$ cat config.mk
export PLATFORM = sky130hd
export DESIGN_NAME = mvnb_norm
export DESIGN_NICKNAME = d
export VERILOG_FILES = /design/src/hdl/mvnb_pkg.sv /design/src/hdl/mvnb_norm.sv
export SDC_FILE = /design/constraint.sdc
export NUM_CORES = 2
export LEC_CHECK = 0
export BUFFER_PORTS_ARGS = -buffer_cell sky130_fd_sc_hd__buf_2
export CELL_PAD_IN_SITES_DETAIL_PLACEMENT = 1
export CELL_PAD_IN_SITES_GLOBAL_PLACEMENT = 2
export CORE_MARGIN = 5
export CORE_UTILIZATION = 42
export CTS_CLUSTER_SIZE = 28
export DETAILED_ROUTE_END_ITERATION = 12
export MAX_ROUTING_LAYER = met4
export PLACE_DENSITY = 0.92
export SETUP_SLACK_MARGIN = 0.5
export SKIP_CTS_REPAIR_TIMING = 1
export SLEW_MARGIN = 20
export SYNTH_ARGS = -nofsm -noshare
export SYNTH_HDL_FRONTEND = slang
export SYNTH_SLANG_ARGS = --single-unit
$ cat constraint.sdc
create_clock -name clk_i -period 11.3 [get_ports clk_i]
set_input_delay 1.695 -clock clk_i [delete_from_list [all_inputs] [get_ports clk_i]]
set_output_delay 1.695 -clock clk_i [all_outputs]
set_load 0.01 [all_outputs]
$ cat src/hdl/mvnb_pkg.sv
`timescale 1ns / 1ps

package mvnb_pkg;

  // Default number of vertices in each store.
  localparam int unsigned VERTEX_COUNT_DEF = 1024;

  // Field widths.
  localparam int unsigned IDX_W   = 10;
  localparam int unsigned COORD_W = 16;
  localparam int unsigned NRM_W   = 16;
  localparam int unsigned ENTRY_W = 3 * COORD_W;

  // Normalizer input width: wide enough for a cross product component.
  localparam int unsigned VEC_W  = 36;
  // Magnitudes are scaled below 2^MAG_W before squaring.
  localparam int unsigned MAG_W  = 30;
  // Fraction bits of a Q1.14 normal.
  localparam int unsigned FRAC_W = 14;
  // Quotient bits of one normalized component (magnitude at most 2^FRAC_W).
  localparam int unsigned QUO_W  = FRAC_W + 1;

  typedef logic signed [VEC_W-1:0] norm_vec_t [3];
  typedef logic signed [NRM_W-1:0] nrm_vec_t [3];

  typedef enum logic [1:0] {
    CMD_WRITE    = 2'd0,
    CMD_TRIANGLE = 2'd1,
    CMD_READ     = 2'd2,
    CMD_NONE     = 2'd3
  } cmd_e;

  typedef enum logic [2:0] {
    NS_IDLE,
    NS_SQUARE,
    NS_ROOT,
    NS_DIV_INIT,
    NS_DIVIDE
  } norm_state_e;

  typedef enum logic [3:0] {
    ST_CLEAR,
    ST_IDLE,
    ST_READ_WAIT,
    ST_VREAD,
    ST_CROSS,
    ST_FACE_START,
    ST_FACE_WAIT,
    ST_CORNER_RD,
    ST_CORNER_CHK,
    ST_CORNER_NORM,
    ST_FINISH
  } mvnb_state_e;

endpackage

$ cat src/hdl/mvnb_norm.sv
`timescale 1ns / 1ps

module mvnb_norm (
  input  logic                clk_i,
  input  logic                rst_ni,
  input  logic                start_i,
  input  mvnb_pkg::norm_vec_t vec_i,
  output logic                done_o,
  output mvnb_pkg::nrm_vec_t  res_o
);

  localparam int unsigned AbsW     = mvnb_pkg::VEC_W;
  localparam int unsigned MagW     = mvnb_pkg::MAG_W;
  localparam int unsigned ShiftMax = AbsW - MagW;
  localparam int unsigned ShW      = $clog2(ShiftMax + 1);
  localparam int unsigned SqW      = 2 * MagW;
  localparam int unsigned AccW     = 64;
  localparam int unsigned RootW    = 32;
  localparam int unsigned FracW    = mvnb_pkg::FRAC_W;
  localparam int unsigned QuoW     = mvnb_pkg::QUO_W;
  localparam int unsigned NumW     = MagW + FracW + 1;
  localparam int unsigned ResW     = mvnb_pkg::NRM_W;

  mvnb_pkg::norm_state_e state_q, state_d;
  logic [3:0]            cnt_q, cnt_d;
  logic [MagW-1:0]       mag_q [3];
  logic [MagW-1:0]       mag_d [3];
  logic [2:0]            neg_q, neg_d;
  logic [SqW-1:0]        sq_q, sq_d;
  logic [AccW-1:0]       x_q, x_d;
  logic [AccW-1:0]       root_q, root_d;
  logic [AccW-1:0]       bit_q, bit_d;
  logic [NumW-1:0]       rem_q [3];
  logic [NumW-1:0]       rem_d [3];
  logic [NumW-1:0]       dsh_q, dsh_d;
  logic [QuoW-1:0]       quo_q [3];
  logic [QuoW-1:0]       quo_d [3];
  mvnb_pkg::nrm_vec_t    res_q, res_d;
  logic                  done_q, done_d;

  logic [2:0]            sgn;
  logic [AbsW-1:0]       absv [3];
  logic [AbsW-1:0]       mx;
  logic [ShW-1:0]        shamt;
  logic [MagW-1:0]       sq_sel;
  logic [AccW-1:0]       root_try;
  logic [RootW-1:0]      len;
  logic [QuoW-1:0]       qn [3];
  logic [2:0]            ge;

  always_comb begin
    state_d = state_q;
    cnt_d   = cnt_q;
    mag_d   = mag_q;
    neg_d   = neg_q;
    sq_d    = sq_q;
    x_d     = x_q;
    root_d  = root_q;
    bit_d   = bit_q;
    rem_d   = rem_q;
    dsh_d   = dsh_q;
    quo_d   = quo_q;
    res_d   = res_q;
    done_d  = 1'b0;

    // Magnitudes and the common right shift that brings the largest below 2^MagW.
    for (int i = 0; i < 3; i++) begin
      sgn[i]  = vec_i[i][AbsW-1];
      absv[i] = sgn[i] ? (~AbsW'(vec_i[i]) + AbsW'(1)) : AbsW'(vec_i[i]);
    end
    mx = absv[0];
    if (absv[1] > mx) mx = absv[1];
    if (absv[2] > mx) mx = absv[2];
    shamt = '0;
    for (int s = ShiftMax; s >= 0; s--) begin
      if (((mx >> s) >> MagW) == '0) shamt = ShW'(s);
    end

    case (cnt_q[1:0])
      2'd0:    sq_sel = mag_q[0];
      2'd1:    sq_sel = mag_q[1];
      default: sq_sel = mag_q[2];
    endcase

    root_try = root_q + bit_q;
    len      = root_q[RootW-1:0];

    for (int i = 0; i < 3; i++) begin
      ge[i] = rem_q[i] >= dsh_q;
      qn[i] = {quo_q[i][QuoW-2:0], ge[i]};
    end

    unique case (state_q)
      mvnb_pkg::NS_IDLE: begin
        if (start_i) begin
          for (int i = 0; i < 3; i++) begin
            mag_d[i] = MagW'(absv[i] >> shamt);
          end
          neg_d   = sgn;
          cnt_d   = '0;
          x_d     = '0;
          state_d = mvnb_pkg::NS_SQUARE;
        end
      end
      mvnb_pkg::NS_SQUARE: begin
        // Square one lane per cycle; each square is registered and added to the sum in the cycle after.
        if (cnt_q[1:0] != 2'd3) sq_d = SqW'(sq_sel) * SqW'(sq_sel);
        if (cnt_q[1:0] != 2'd0) x_d = x_q + AccW'(sq_q);
        cnt_d = cnt_q + 4'd1;
        if (cnt_q[1:0] == 2'd3) begin
          root_d  = '0;
          bit_d   = AccW'(1) << (AccW - 2);
          state_d = mvnb_pkg::NS_ROOT;
        end
      end
      mvnb_pkg::NS_ROOT: begin
        if (x_q >= root_try) begin
          x_d    = x_q - root_try;
          root_d = (root_q >> 1) + bit_q;
        end else begin
          root_d = root_q >> 1;
        end
        bit_d = bit_q >> 2;
        if (bit_q[0]) state_d = mvnb_pkg::NS_DIV_INIT;
      end
      mvnb_pkg::NS_DIV_INIT: begin
        if (len == '0) begin
          for (int i = 0; i < 3; i++) res_d[i] = '0;
          done_d  = 1'b1;
          state_d = mvnb_pkg::NS_IDLE;
        end else begin
          for (int i = 0; i < 3; i++) begin
            rem_d[i] = (NumW'(mag_q[i]) << FracW) + NumW'(len >> 1);
            quo_d[i] = '0;
          end
          dsh_d   = NumW'(len) << FracW;
          cnt_d   = '0;
          state_d = mvnb_pkg::NS_DIVIDE;
        end
      end
      mvnb_pkg::NS_DIVIDE: begin
        // Restoring division, one quotient bit per cycle in each lane.
        for (int i = 0; i < 3; i++) begin
          if (ge[i]) rem_d[i] = rem_q[i] - dsh_q;
          quo_d[i] = qn[i];
        end
        dsh_d = dsh_q >> 1;
        cnt_d = cnt_q + 4'd1;
        if (cnt_q == 4'(QuoW - 1)) begin
          for (int i = 0; i < 3; i++) begin
            res_d[i] = neg_q[i] ? (ResW'(0) - ResW'(qn[i])) : ResW'(qn[i]);
          end
          done_d  = 1'b1;
          state_d = mvnb_pkg::NS_IDLE;
        end
      end
      default: state_d = mvnb_pkg::NS_IDLE;
    endcase
  end

  always_ff @(posedge clk_i or negedge rst_ni) begin
    if (!rst_ni) begin
      state_q <= mvnb_pkg::NS_IDLE;
      cnt_q   <= '0;
      done_q  <= 1'b0;
    end else begin
      state_q <= state_d;
      cnt_q   <= cnt_d;
      done_q  <= done_d;
    end
  end

  always_ff @(posedge clk_i) begin
    mag_q  <= mag_d;
    neg_q  <= neg_d;
    sq_q   <= sq_d;
    x_q    <= x_d;
    root_q <= root_d;
    bit_q  <= bit_d;
    rem_q  <= rem_d;
    dsh_q  <= dsh_d;
    quo_q  <= quo_d;
    res_q  <= res_d;
  end

  assign done_o = done_q;
  assign res_o  = res_q;

endmodule

==> flow_summary_export.csv <==
group,metric,value,unit
outcome,status,"finished, final reports clean",
global_routing,grt_pass1_vias,67000,
clock_network,insertion_delay,0.70,ns
placement,gp_congestion,0.981,
layout,fillers,20400,
layout,syn_to_final_growth,8.81,%
global_routing,gr-total-overflow,0,
detailed_routing,drtIter0Drc,5150,
clock_network,clock_sinks,590,
yosys,ys_seq_area_frac,0.237,
sta,clock_skew,0.0647,ns
setup_path,critPathMaxStageDelay,0.55,ns
yosys,ys_async_sr_fraction,0.0136,
sta,rsz0062_at_grt,"no",
sta,fin_crit,10.29,ns
yosys,synth_ff_type,"edfxtp_1",
global_routing,grt_max_degree,83,
clock_network,cts-buffers-inserted,73,
clock_network,cts_root_buf,"clkbuf_16",
sta,timing.fmax,0.0972,GHz
setup_path,worstPathArrival,10.68,ns
setup_path,required,11.69,ns
yosys,postSynthAreaPerCell,9.12,µm²
detailed_routing,postRouteAntennaNets,0,
run,cap_viol_max_count,0,
setup_path,worstSetupEndpointType,"flip-flop",
placement,hpwl,214,mm
yosys,synth_edf_count,582,
power,power.leakage,37.0,nW
sta,worst_slack,1.01,ns
detailed_routing,vias_per_cell,5.87,
clock_network,path_clk_slew,0.06,ns
clock_network,cts_buffer_depth,3,
clock_network,htree_num_levels,3,
setup_path,startpoint_type,"flip-flop",
sta,tightest_slew,1.18,ns
detailed_routing,wl,267,mm
placement,place_area,0.0785,mm²
sta,final_hold_viol_count,0,
floorplanning,fp.dieH,431,µm
setup_path,crit_path_top_delay_cell,"fa_1",
yosys,synth_top_cells_by_area,"edfxtp_1, fa_1, ha_1",
yosys,synthDistinctLibCells,93,
sta,finalSetupViolCount,0,
power,peakVddDrop,0.431,mV
sta,post-route-period-util,0.911,
setup_path,cpMostUsedCell,"fa_1",
global_routing,grt_pass1_wl,409,mm
clock_network,cts_tree,"yes",
layout,drive_above_1_share,0.0673,
placement,dp_worst_setup_slack,-0.00644,ns
power,power_per_cell_area,231,mW/mm²
floorplanning,initial_utilization,0.423,
floorplanning,ios,160,
yosys,synth_warnings,0,
yosys,syn_inst,8173,
layout,nets,9811,
setup_path,crit_type,"reg -> reg",
placement,portBuffers,159,
floorplanning,die_w,431,µm
layout,regArea,0.0177,mm²
floorplanning,num_rows,154,
sta,max_slew_margin,0.204,
hold_path,worstHoldPathType,"reg -> reg",
setup_path,cp_max_fo,30,
yosys,synth_top_area_cell,"edfxtp_1",
yosys,synth-seq-cells,590,
yosys,synthesis.nets,9689,
layout,fin_util,0.460,
yosys,synth.top_cell.area_share,0.235,
floorplanning,fp.coreArea,0.176,mm²
detailed_routing,wire_per_inst,25.0,µm
floorplanning,die-area,0.186,mm²
global_routing,antenna_found_initial,3,
sta,drv_slew,0,
detailed_routing,vias,62800,
layout,design_area,0.0811,mm²
detailed_routing,first_pass_iters,5,
yosys,synthesis.area,0.0745,mm²
layout,multi_input_area,0.0519,mm²
detailed_routing,drc,0,
global_routing,grt_usage,0.291,
kinds of logic (layout without fill, tap and decap cells):
logic type,count (synthesis),after routing,synth area share
and+or+nand+nor,2178,2178,0.133
AOI/OAI and AO/OA,1866,1866,0.159
adders and majority gates,1405,1405,0.307
buffers and inverters,1356,1536,0.0695
xor gates and xnor gates,607,607,0.0713
DFF,590,590,0.237
muxes,171,171,0.0232
other,0,3,0
worst max-delay path: cells and delay by family (launching register included):
kind	cells	cell delay, ns
flops	1	0.42
simple gates	2	0.24
buf+inv	7	1.28
compound gates	14	3.39
xor+xnor	1	0.09
fa+ha+maj	10	4.55
cell usage in the layout, fill, tap and decap left out, types with 77 or more instances in the layout:
master	n
inv_1	1065
nor2_1	710
nand2_1	706
fa_1	702
ha_1	701
edfxtp_1	582
a21oi_1	487
o21ai_0	442
xor2_1	315
xnor2_1	292
a21o_1	236
mux2i_1	159
buf_2	159
buf_4	158
nand3_1	127
and3_1	123
nor3_1	86
nor2b_1	77
nand2b_1	77
cell usage after synthesis (all sizes together) (42+ instances only):
| cell type | count |
|---|---|
| nand2 | 710 |
| a21oi | 503 |
| or3 | 56 |
| nand3 | 127 |
| a21o | 236 |
| inv | 1068 |
| xor2 | 315 |
| o21ai | 454 |
| mux2i | 159 |
| edfxtp | 582 |
| o21bai | 65 |
| nor3 | 86 |
| buf | 46 |
| a31oi | 70 |
| o31ai | 76 |
| xnor2 | 292 |
| nor2 | 716 |
| nor2b | 77 |
| nand2b | 78 |
| fa | 702 |
| a211oi | 77 |
| clkbuf | 232 |
| o22ai | 59 |
| ha | 703 |
| o21a | 42 |
| and3 | 123 |
| nand4 | 68 |
final timing paths:
check,from,to,cells after the start,slack (ns)
worst max-delay path,cnt_q[0],sq_q[58],34,1.01
worst min-delay path,cnt_q[3],cnt_q[3],1,0.48
worst max register to register,cnt_q[0],sq_q[58],34,1.01
worst min register to register,cnt_q[3],cnt_q[3],1,0.48
max in group asynchronous,rst_ni,state_q[0],1,10.24
min in group asynchronous,rst_ni,done_o,1,0.86
state kept, by name (all words and copies together), names as in the netlist:
register  cells
rem_q       135
mag_q        90
root_q       64
x_q          64
sq_q         59
res_o        48
dsh_q        45
qn           42
bit_q        32
cnt_q         4
neg_q         3
state_q       3
done_o        1
stage by stage:
stage               hold slack [ns]  std cells  power, mW  TNS [ns]
floorplan                     0.442       8173       12.2         0
global placement              0.470      10500       15.7         0
detailed placement            0.476      10500       16.2  -0.00644
CTS                           0.484      10700       18.7         0
global route                  0.492      10700       20.2         0
finish                        0.481      10700       18.7         0
report_power, final:
group	internal [mW]	total (mW)	switching, mW
clock	1.32	2.37	1.05
combinational	5.28	13.2	7.97
sequential	3.10	3.11	0.0159
area by class of cell:
class / count / area share
Antenna cell: 3 / 0.0000926
Clock buffer: 89 / 0.0236
Clock inverter: 44 / 0.00560
Inverter: 1078 / 0.0501
Multi-Input combinational cell: 6227 / 0.640
Sequential cell: 590 / 0.218
Tap cell: 2340 / 0.0361
Timing Repair Buffer: 325 / 0.0263
per-layer routing:
layer  vias up  track usage  wire [µm]
met2      2013        0.450     120000
met5         -            -          0
li1      28400            -          -
met3       401       0.0283      16500
met1     32000        0.409     122000
met4         0       0.0851       8980
Note: power is estimated with default switching activity, not from simulation.
